## src/design/srtf_pkg.sv

```systemverilog
package srtf_pkg;

   localparam int MAX_PROCS_DEFAULT = 16;
   localparam int TIME_BITS_DEFAULT = 16;
   localparam int CLOCK_BITS = 21;
   localparam int NUMBER_BITS = 5;
   localparam int SPAN_BITS = 20;

   // Control from the sequencer to the scan unit.
   typedef struct packed {
      logic scan_start;
      logic sort_mode;
   } scan_ctrl_type;

endpackage

```

## src/design/srtf_completion_scheduler_unit.sv

```systemverilog
// Channel   Ports                       Handshake
// input     req_*                       start high and busy low
// result    rsp_*                       rsp_valid for one cycle
//
// Loading accepts one word per cycle. After the last word an insertion sort
// does one compare or adjacent swap per cycle. Each scheduling event then
// scans for the ready minimum, scans for the next arrival through the
// compare unit, and updates the clock and the remaining times.
// Results stream out one per cycle.
// Reset is synchronous and clears the state, counters, clock and rsp_valid. The receiver cannot stall.
module srtf_completion_scheduler_unit #(
   parameter int MAX_PROCS = srtf_pkg::MAX_PROCS_DEFAULT,
   parameter int TIME_BITS = srtf_pkg::TIME_BITS_DEFAULT
) (
   input  logic                               clock,
   input  logic                               reset,
   input  logic                               start,
   output logic                               busy,
   input  logic [15:0]                        req_arrival_time,
   input  logic [15:0]                        req_burst_time,
   input  logic                               req_last_process,
   output logic                               rsp_valid,
   output logic [srtf_pkg::NUMBER_BITS-1:0]   rsp_process_number,
   output logic [15:0]                        rsp_arrival_out,
   output logic [15:0]                        rsp_burst_out,
   output logic [srtf_pkg::CLOCK_BITS-1:0]    rsp_completion_time,
   output logic [srtf_pkg::SPAN_BITS-1:0]     rsp_turnaround_time,
   output logic [srtf_pkg::SPAN_BITS-1:0]     rsp_waiting_time,
   output logic                               rsp_overflowed,
   output logic                               rsp_last_result
);
   import srtf_pkg::*;

   localparam int IDX_BITS = $clog2(MAX_PROCS);
   localparam int CNT_BITS = $clog2(MAX_PROCS + 1);
   localparam int CLK_BITS = TIME_BITS + CNT_BITS + 1;

   localparam logic [2:0] ST_LOAD   = 3'd0;
   localparam logic [2:0] ST_SORT   = 3'd1;
   localparam logic [2:0] ST_PICK   = 3'd2;
   localparam logic [2:0] ST_NEXT   = 3'd3;
   localparam logic [2:0] ST_UPDATE = 3'd4;
   localparam logic [2:0] ST_EMIT   = 3'd5;

   logic [TIME_BITS-1:0]  arr_mem [MAX_PROCS];
   logic [TIME_BITS-1:0]  bur_mem [MAX_PROCS];
   logic [TIME_BITS-1:0]  rem_mem [MAX_PROCS];
   logic [IDX_BITS-1:0]   num_mem [MAX_PROCS];
   logic [CLK_BITS-1:0]   fin_mem [MAX_PROCS];

   logic [2:0]            state_ff;
   logic [CNT_BITS-1:0]   count_ff;
   logic [CNT_BITS-1:0]   left_ff;
   logic                  over_ff;
   logic [CLK_BITS-1:0]   clock_ff;
   logic [CNT_BITS-1:0]   i_ff;
   logic [CNT_BITS-1:0]   j_ff;
   logic [IDX_BITS-1:0]   pick_ff;
   logic [TIME_BITS-1:0]  pick_rem_ff;
   logic                  pick_ok_ff;
   logic [TIME_BITS-1:0]  next_ff;
   logic                  next_ok_ff;

   logic [IDX_BITS-1:0]   jx;
   logic [IDX_BITS-1:0]   jm;
   logic                  accept;
   logic                  in_room;
   logic [TIME_BITS-1:0]  in_arr, in_bur;
   scan_ctrl_type         ctrl;
   logic                  scan_ready, scan_future, scan_found;
   logic [TIME_BITS-1:0]  scan_best;
   logic [CLK_BITS-1:0]   end_time;
   logic [CLK_BITS-1:0]   next_wide;
   logic [CLK_BITS-1:0]   tat;
   logic [CLK_BITS-1:0]   wt;

   assign busy    = (state_ff != ST_LOAD);
   assign accept  = start && !busy;
   assign in_room = (count_ff < CNT_BITS'(MAX_PROCS));
   assign in_arr  = TIME_BITS'(req_arrival_time);
   assign in_bur  = TIME_BITS'(req_burst_time);
   assign jx      = j_ff[IDX_BITS-1:0];
   assign jm      = IDX_BITS'(j_ff - 1'b1);

   // Compare unit: scans one stored entry per cycle for the next arrival.
   assign ctrl.scan_start = ((state_ff == ST_SORT) && (j_ff == 0 || i_ff == count_ff))
                            || (state_ff == ST_UPDATE);
   assign ctrl.sort_mode  = (state_ff == ST_NEXT);
   assign scan_ready  = ({{(CLK_BITS-TIME_BITS){1'b0}}, arr_mem[jx]} <= clock_ff)
                        && (rem_mem[jx] != '0);
   assign scan_future = ({{(CLK_BITS-TIME_BITS){1'b0}}, arr_mem[jx]} > clock_ff);

   srtf_scan_unit #(.TIME_BITS(TIME_BITS)) u_scan (
      .clock       (clock),
      .reset       (reset),
      .clear       (ctrl.scan_start),
      .step        ((state_ff == ST_NEXT) && j_ff < count_ff),
      .sort_mode   (ctrl.sort_mode),
      .ready_in    (scan_ready),
      .future_in   (scan_future),
      .remaining_in(rem_mem[jx]),
      .arrival_in  (arr_mem[jx]),
      .found       (scan_found),
      .best_value  (scan_best)
   );

   assign end_time  = clock_ff + CLK_BITS'(pick_rem_ff);
   assign next_wide = CLK_BITS'(next_ff);
   assign tat = fin_mem[jx] - CLK_BITS'(arr_mem[jx]);
   assign wt  = tat - CLK_BITS'(bur_mem[jx]);

   // Sequencer: load, insertion sort, scheduling events, emit.
   always_ff @(posedge clock) begin
      if (reset) begin
         state_ff <= ST_LOAD;
         count_ff <= '0;
         over_ff  <= 1'b0;
         clock_ff <= '0;
         left_ff  <= '0;
         i_ff     <= '0;
         j_ff     <= '0;
      end else begin
         case (state_ff)
            ST_LOAD: begin
               if (accept) begin
                  if (in_room) begin
                     arr_mem[count_ff[IDX_BITS-1:0]] <= in_arr;
                     bur_mem[count_ff[IDX_BITS-1:0]] <= in_bur;
                     rem_mem[count_ff[IDX_BITS-1:0]] <= in_bur;
                     num_mem[count_ff[IDX_BITS-1:0]] <= count_ff[IDX_BITS-1:0];
                     fin_mem[count_ff[IDX_BITS-1:0]] <= CLK_BITS'(in_arr);
                     count_ff <= count_ff + 1'b1;
                     if (in_bur != '0) left_ff <= left_ff + 1'b1;
                  end else begin
                     over_ff <= 1'b1;
                  end
                  if (req_last_process) begin
                     state_ff <= ST_SORT;
                     i_ff     <= CNT_BITS'(1);
                     j_ff     <= CNT_BITS'(1);
                  end
               end
            end
            ST_SORT: begin
               // One swap of adjacent entries per cycle.
               if (i_ff >= count_ff) begin
                  state_ff <= ST_PICK;
                  j_ff     <= '0;
                  clock_ff <= '0;
               end else if (j_ff != 0 && arr_mem[jm] > arr_mem[jx]) begin
                  arr_mem[jm] <= arr_mem[jx];  arr_mem[jx] <= arr_mem[jm];
                  bur_mem[jm] <= bur_mem[jx];  bur_mem[jx] <= bur_mem[jm];
                  rem_mem[jm] <= rem_mem[jx];  rem_mem[jx] <= rem_mem[jm];
                  num_mem[jm] <= num_mem[jx];  num_mem[jx] <= num_mem[jm];
                  fin_mem[jm] <= fin_mem[jx];  fin_mem[jx] <= fin_mem[jm];
                  j_ff <= j_ff - 1'b1;
               end else begin
                  i_ff <= i_ff + 1'b1;
                  j_ff <= i_ff + 1'b1;
               end
            end
            ST_PICK: begin
               // Ready minimum, earliest entry wins ties.
               if (left_ff == 0) begin
                  state_ff <= ST_EMIT;
                  j_ff     <= '0;
               end else if (j_ff < count_ff) begin
                  if (scan_ready && (!pick_ok_ff || rem_mem[jx] < pick_rem_ff)) begin
                     pick_ff     <= jx;
                     pick_rem_ff <= rem_mem[jx];
                     pick_ok_ff  <= 1'b1;
                  end
                  j_ff <= j_ff + 1'b1;
               end else begin
                  state_ff <= ST_NEXT;
                  j_ff     <= '0;
               end
            end
            ST_NEXT: begin
               if (j_ff < count_ff) begin
                  j_ff <= j_ff + 1'b1;
               end else begin
                  next_ff    <= scan_best;
                  next_ok_ff <= scan_found;
                  state_ff   <= ST_UPDATE;
               end
            end
            ST_UPDATE: begin
               if (!pick_ok_ff) begin
                  if (next_ok_ff) clock_ff <= next_wide;
                  else left_ff <= '0;
               end else if (next_ok_ff && end_time > next_wide) begin
                  rem_mem[pick_ff] <= pick_rem_ff - TIME_BITS'(next_wide - clock_ff);
                  clock_ff <= next_wide;
               end else begin
                  clock_ff <= end_time;
                  rem_mem[pick_ff] <= '0;
                  fin_mem[pick_ff] <= end_time;
                  left_ff <= left_ff - 1'b1;
               end
               pick_ok_ff <= 1'b0;
               j_ff       <= '0;
               state_ff   <= ST_PICK;
            end
            ST_EMIT: begin
               if (j_ff + 1'b1 >= count_ff) begin
                  state_ff <= ST_LOAD;
                  count_ff <= '0;
                  over_ff  <= 1'b0;
                  left_ff  <= '0;
                  clock_ff <= '0;
               end
               j_ff <= j_ff + 1'b1;
            end
            default: state_ff <= ST_LOAD;
         endcase
         if (state_ff == ST_LOAD) pick_ok_ff <= 1'b0;
      end
   end

   // Result word, one per cycle during the emit phase.
   always_ff @(posedge clock) begin
      if (reset) begin
         rsp_valid <= 1'b0;
      end else begin
         rsp_valid <= (state_ff == ST_EMIT) && (j_ff < count_ff);
      end
      rsp_process_number  <= NUMBER_BITS'({1'b0, num_mem[jx]} + 1'b1);
      rsp_arrival_out     <= 16'(arr_mem[jx]);
      rsp_burst_out       <= 16'(bur_mem[jx]);
      rsp_completion_time <= CLOCK_BITS'(fin_mem[jx]);
      rsp_turnaround_time <= SPAN_BITS'(tat);
      rsp_waiting_time    <= SPAN_BITS'(wt);
      rsp_overflowed      <= over_ff;
      rsp_last_result     <= (j_ff + 1'b1 == count_ff);
   end
endmodule

```

## src/design/srtf_scan_unit.sv

```systemverilog
module srtf_scan_unit #(
   parameter int TIME_BITS = srtf_pkg::TIME_BITS_DEFAULT
) (
   input  logic                           clock,
   input  logic                           reset,
   input  logic                           clear,
   input  logic                           step,
   input  logic                           sort_mode,
   input  logic                           ready_in,
   input  logic                           future_in,
   input  logic [TIME_BITS-1:0]           remaining_in,
   input  logic [TIME_BITS-1:0]           arrival_in,
   output logic                           found,
   output logic [TIME_BITS-1:0]           best_value
);
   import srtf_pkg::*;

   logic                 found_ff, found_in;
   logic [TIME_BITS-1:0] best_ff, best_in;

   // One compare per cycle keeps the running minimum or first future arrival.
   always_comb begin
      found_in = found_ff;
      best_in  = best_ff;
      if (clear) begin
         found_in = 1'b0;
      end else if (step) begin
         if (sort_mode) begin
            if (future_in && !found_ff) begin
               found_in = 1'b1;
               best_in  = arrival_in;
            end
         end else if (ready_in && (!found_ff || remaining_in < best_ff)) begin
            found_in = 1'b1;
            best_in  = remaining_in;
         end
      end
   end

   always_ff @(posedge clock) begin
      if (reset) begin
         found_ff <= 1'b0;
      end else begin
         found_ff <= found_in;
      end
      best_ff <= best_in;
   end

   assign found      = found_ff;
   assign best_value = best_ff;
endmodule
```

## config.mk

```make
export PLATFORM = sky130hd
export DESIGN_NAME = srtf_completion_scheduler_unit
export DESIGN_NICKNAME = d
export VERILOG_FILES = /design/src/design/srtf_pkg.sv /design/src/design/srtf_completion_scheduler_unit.sv /design/src/design/srtf_scan_unit.sv
export SDC_FILE = /design/constraint.sdc
export NUM_CORES = 2
export LEC_CHECK = 0
export BUFFER_PORTS_ARGS = -buffer_cell sky130_fd_sc_hd__clkbuf_2
export CORE_MARGIN = 2
export CORE_UTILIZATION = 55
export DETAILED_ROUTE_END_ITERATION = 12
export PLACE_DENSITY = 0.74
export SLEW_MARGIN = 20
export SYNTH_ARGS = -nofsm -noshare
export SYNTH_HDL_FRONTEND = slang
export SYNTH_HIERARCHICAL = 1
export SYNTH_SLANG_ARGS = --single-unit
```

## constraint.sdc

```tcl
create_clock -name clock -period 10 [get_ports clock]
set_input_delay 1.5 -clock clock [delete_from_list [all_inputs] [get_ports clock]]
set_output_delay 1.5 -clock clock [all_outputs]
set_load 0.01 [all_outputs]
```

## Word level (Yosys, flattened, before mapping)

Memory sizes are Yosys's and may differ from the RTL's. A register that Yosys moved wholly into a read port is not among the register bits.
Index checks and enable logic that the tools add are counted.

| storage, ports and cells | value |
|---|---|
| bits in registers | 202 |
| bits in writable memories | 1,184 |
| input port bits | 36 |
| output and inout bits | 102 |
| word-level logic and storage cells | 234 |
| memories kept | 5 |

Memory list:

| name | words | bits a word | read ports | clocked after Yosys merged registers in | wr ports | RTL line | text |
|---|---|---|---|---|---|---|---|
| fin_mem | 16 | 22 | 2 | 1 | 2 | srtf_completion_scheduler_unit.sv:49 | `logic [CLK_BITS-1:0] fin_mem [MAX_PROCS];` |
| arr_mem | 16 | 16 | 2 | 1 | 2 | srtf_completion_scheduler_unit.sv:45 | `logic [TIME_BITS-1:0] arr_mem [MAX_PROCS];` |
| bur_mem | 16 | 16 | 2 | 1 | 2 | srtf_completion_scheduler_unit.sv:46 | `logic [TIME_BITS-1:0] bur_mem [MAX_PROCS];` |
| rem_mem | 16 | 16 | 2 | 1 | 2 | srtf_completion_scheduler_unit.sv:47 | `logic [TIME_BITS-1:0] rem_mem [MAX_PROCS];` |
| num_mem | 16 | 4 | 2 | 1 | 2 | srtf_completion_scheduler_unit.sv:48 | `logic [IDX_BITS-1:0] num_mem [MAX_PROCS];` |

| cells by class | value |
|---|---|
| add/sub/neg operators | 12 |
| magnitude comparators | 10 |
| equal/unequal tests | 26 |
| mux-type cells | 102 |
| bitwise gates (word level) | 5 |
| reduce and logical (&&, ||, !) cells | 51 |

Operators by type and width:

| operator | number |
|---|---|
| $mux W22 | 7 |
| $mux W16 | 8 |
| $mux W5 | 18 |
| $mux W4 | 18 |
| $pmux W22 S3 | 1 |
| $reduce_or A16 Y1 | 4 |
| $reduce_or A22 Y1 | 2 |
| $sub A20 B16 Y20 | 2 |
| $mux W1 | 36 |
| $lt A16 B16 Y1 | 2 |
| $reduce_bool A16 Y1 | 2 |
| $sub A16 B16 Y16 | 2 |
| $pmux W5 S6 | 1 |
| $add A22 B16 Y22 | 1 |
| $gt A16 B22 Y1 | 1 |
| $gt A22 B16 Y1 | 1 |
| $le A16 B22 Y1 | 1 |
| $ne A2 B2 Y1 const B | 11 |
| $mux W3 | 7 |
| $ne A3 B3 Y1 const B | 7 |
| $add A5 B1 Y5 const B | 4 |
| $pmux W5 S2 | 2 |
| $reduce_and A4 Y1 | 5 |
| $pmux W3 S6 | 1 |
| other kinds (30) | 62 |

## Logic depth before layout (Yosys ltp)

An unclocked memory read counts as a cell.

| logic depth | value |
|---|---|
| depth after elaboration | 12 |
| mapped depth | 26 |

## Cells and area by module

The synthesis kept the hierarchy.

By module, submodules not included:

| module | instances | cells an instance | area each (um2) |
|---|---|---|---|
| srtf_completion_scheduler_unit | 1 | 6,681 | 80,315.8 |
| srtf_scan_unit | 1 | 97 | 1,149.9 |

## Worst setup path before layout

Ideal clock, no wire load.

| timing path | value |
|---|---|
| path type | reg2reg |
| from | register j_ff[0] |
| to | memory arr_mem[4][0] (netlist bit) (enable) |
| setup time | 479 ps |
| arrival | 8,913 ps |
| data required time | 9,521 ps |
| path slack | 608 ps |
| stages on the path, launching flop included | 25 |
| cells stage by stage | dfxtp_1 clkbuf_1 buf_1 buf_2 inv_1 ha_1 clkbuf_1 clkbuf_1 clkbuf_1 mux4_2 mux4_2 clkbuf_1 ha_1 a21o_1 a221o_1 a221oi_1 o31a_1 buf_2 nor2_4 buf_6 buf_2 buf_4 o31ai_1 o21ai_1 o21ai_0 |

RTL lines:

| element | RTL line | text |
|---|---|---|
| start, declared | srtf_completion_scheduler_unit.sv:57 | `logic [CNT_BITS-1:0] j_ff;` |
| start signal, assigned | srtf_completion_scheduler_unit.sv:156 | `j_ff <= j_ff - 1'b1;` |
| start signal, assigned | srtf_completion_scheduler_unit.sv:159 | `j_ff <= i_ff + 1'b1;` |
| start signal, assigned | srtf_completion_scheduler_unit.sv:173 | `j_ff <= j_ff + 1'b1;` |
| end, declared | srtf_completion_scheduler_unit.sv:45 |  |

==> summary.md <==
| Metric | Value |
|---|---|
| CP Capture Type | flop |
| Area Overhead vs Synth | 8.88% |
| Worst vdd rail ir drop | 0.254 mV |
| HP Class | flop to flop |
| CP top delay family | simple AND/OR/NAND/NOR gates |
| Hold Slack | 438 ps |
| Placed insts | 8349 |
| Violated checks | DRC |
| Routed Antenna Nets | 0 |
| Sink Count | 1374 |
| Global placement routability congestion | 1.02 |
| Setup total negative slack | 0 ps |
| CP startpoint kind | flop |
| CP Class | flop to flop |
| Clk buf depth | 3 |
| Switching fraction of total power | 42.4% |
| Setup Buffers After CTS | 0 |
| GRT overflow | 0 |
| Critical Path RT | 10440 ps |
| Cells after synthesis | 6778 |
| Pre-antenna DRT Iters | 12 |
| Final setup violation count | 0 |
| Unique masters post-synth | 103 |
| CTS tree | built |
| Root Buffer | clkbuf_16 |
| Core Rows | 141 |
| Drt drc | 2 |
| Filler cell count in the final layout | 11100 |
| RSZ-0062 raised after global routing | no |
| Starting Density | 55.2% |
| Syn avg cell area | 12.0 um^2 |
| Gr usage total | 38.1% |
| Non-Filler Instances | 8628 |
| Multi-input gate area | 39000 um^2 |
| Min Tclk post-route | 8310 ps |
| Largest net degree at the start of global routing | 145 |
| Hold_buf cts | 0 |
| Crit path depth | 15 |
| Crit-path slowest cell | ha_4 |
| Logic pwr share | 50.3% |
| Post-synthesis net count | 6999 |
| Sequential Area | 39800 um^2 |
| Die X-Extent | 389 um |
| Static Leakage | 29.9 nW |
| Relative slew slack | 15.1% |
| Worst path bufs/invs | 5 |
| Crit path arrival time | 8750 ps |
| PD cells | 286 nW/um^2 |
| Fraction of registers with async set/reset | 0% |
| Int Power | 14.6 mW |
| Clock skew | 39.3 ps |
| Layout cell share with drive strength beyond 1 | 22.7% |
| Main synth FF type | edfxtp_1 |
| Tcrit/Tclk final | 83.1% |
| Register-to-Register Path Depth | 15 |
| Vias/cell | 7.41 |
| Reg power frac | 27.8% |
| Final Worst Setup Slack | 1690 ps |
| Wire per inst | 33.8 um |
| Latest clock arrival within the worst-skew pair | 840 ps |
| Crit-path max FO | 65 |
| Post-cts sizing count | 0 |
| Sequential area share after synthesis | 48.8% |
| Max Fclk | 120 MHz |
| I/O Pins | 138 |
| Initial antenna violation count | 11 |
| EDFF count, synth | 1222 |
| Port buffer count | 137 |
| Syn. warnings | 6 |
| Vias in the first global route | 61200 |
| Clk network pwr share | 21.8% |
| Core region area | 147000 um^2 |
| Status | finished with violations |
| Flops & latches, synth | 1374 |
| Die area | 151000 um^2 |
| NetSw | 10.7 mW |
| CTS clk-pin slew, worst paths | 60 ps |
| Reg2Reg Setup Slack | 1690 ps |
| Cells along the critical path | inv_1, ha_4, buf_4, mux4_2, mux4_2, inv_1, ha_1, nand4_1, nor3_1, or4_1, nor2_4, buf_12, nand3_4, o21ai_4, buf_4 |
| Crit-path max cell delay | 1000 ps |
| Hold Violations, Final | 0 |
| Hold path depth | 0 |
| Routed vias | 63900 |
| Post-DP HPWL | 177000 um |
| Dpl ws | 2010 ps |
| Worst-Margin Slew | 1270 ps |
| Max-cap violation count | 0 |
| Final wirelength | 291000 um |
| Fin nets | 6793 |
| DIE HEIGHT | 389 um |
| Netlist Area Pre-Place | 81500 um^2 |
| Initial drt markers | 11500 |
| Max-slew violations | 0 |
| Total CTS buffers | 147 |
| First-pass GRT wire length | 418000 um |
| H-Tree Level Count | 4 |
cell usage in the layout (no fill, tap or decap), types with 24 or more instances in the layout:
cell and count:
nor2_1 1238, edfxtp_1 1222, a21oi_1 1192, mux4_2 723
nand2_1 241, inv_1 167, ha_1 166, clkbuf_16 153
dfxtp_1 147, buf_4 141, clkbuf_2 138, o21ai_0 118
nand3_1 53, xnor2_1 51, a21oi_2 50, o2111a_1 40
nor3_1 39, clkinv_2 36, xor2_1 31, a211oi_1 30
a21o_1 30, and3_1 30, a21oi_4 30, mux2i_1 28
clkinv_1 28, nand4_1 27, nand3_4 26, o21a_1 24
worst paths after layout:
path | start | endpoint
max | j_ff[1]$_SDFFE_PP0P_ | bur_mem[14][3]$_DFFE_PP_
min | over_ff$_SDFFE_PP0P_ | rsp_overflowed$_DFF_P_
max reg2reg | j_ff[1]$_SDFFE_PP0P_ | bur_mem[14][3]$_DFFE_PP_
min reg2reg | over_ff$_SDFFE_PP0P_ | rsp_overflowed$_DFF_P_
through the flow:
stage	utilization (%)	total power, mW	cell area, um^2
final	60.1	25.3	88700
after global routing	60.1	26.1	88700
after CTS	60.1	24.9	88600
after detailed placement	56.8	19.4	83800
after global placement	56.8	19.2	83700
after floorplan	-	15.8	81500
layout make-up:
| type | count | share of cell area [%] |
|---|---|---|
| Antenna cell | 2 | 0.00564 |
| Clock buffer | 184 | 4.57 |
| Clock inverter | 89 | 0.797 |
| Inverter | 169 | 0.718 |
| Multi-Input combinational cell | 4583 | 44.0 |
| Sequential cell | 1374 | 44.8 |
| Tap cell | 1930 | 2.72 |
| Timing Repair Buffer | 297 | 2.41 |
logic make-up after synthesis:
logic type,synth area share [%]
AOI/OAI and AO/OA,13.1
and+or+nand+nor,9.31
buffers and inverters,4.24
muxes,20.7
DFF,48.8
xor gates and xnor gates,0.903
adders and majority gates,3.01
worst reg2reg max path: cells and delay by family (launching register included):
family	cells	cell delay, ps
AND/OR/NAND/NOR	5	2210
AO/OA/AOI/OAI	1	810
buffers and inverters	5	2080
adder cells (fa/ha/maj)	2	1240
flip-flops	1	470
multiplexers	2	1100
registers in the layout (all words and copies together), names as in the netlist, 20 cells and up, named ones only:
| register | cells |
|---|---|
| num_mem | 64 |
| rem_mem | 256 |
| rsp_turnaround_time | 20 |
| bur_mem | 256 |
| rsp_waiting_time | 20 |
| arr_mem | 256 |
| fin_mem | 336 |
| clock_ff | 22 |
| rsp_completion_time | 21 |
Yosys cell counts (all sizes together), types with 30 or more instances:
cell type,count,area [um^2]
xor2,32,280
nor3,47,288
buf,234,1250
o21ai,163,838
nand2,245,925
nand3,79,468
mux4,723,16300
nor2,1243,4680
a21oi,1272,6880
inv,168,631
and3,30,188
dfxtp,152,3040
a211oi,31,238
o2111a,40,450
edfxtp,1222,36700
mux2i,30,300
clkbuf,418,1570
a31oi,44,554
ha,167,2090
xnor2,52,455
a21o,30,225
power by group through the flow:
stage	clock (mW)	sequential (mW)	combinational, mW
detailed placement	0	7.16	12.2
global route	5.70	7.08	13.3
finish	5.53	7.06	12.8
CTS	5.49	7.05	12.3
global placement	0	7.15	12.1
floorplan	0	7.10	8.72
layer usage:
metal  part of all wire, %  track usage, %
met5                  0.21            2.17
met3                    17            15.5
met2                    42            54.0
met4                   7.3            23.1
met1                    33            48.9
No activity file was read; power rests on OpenSTA's default activity.
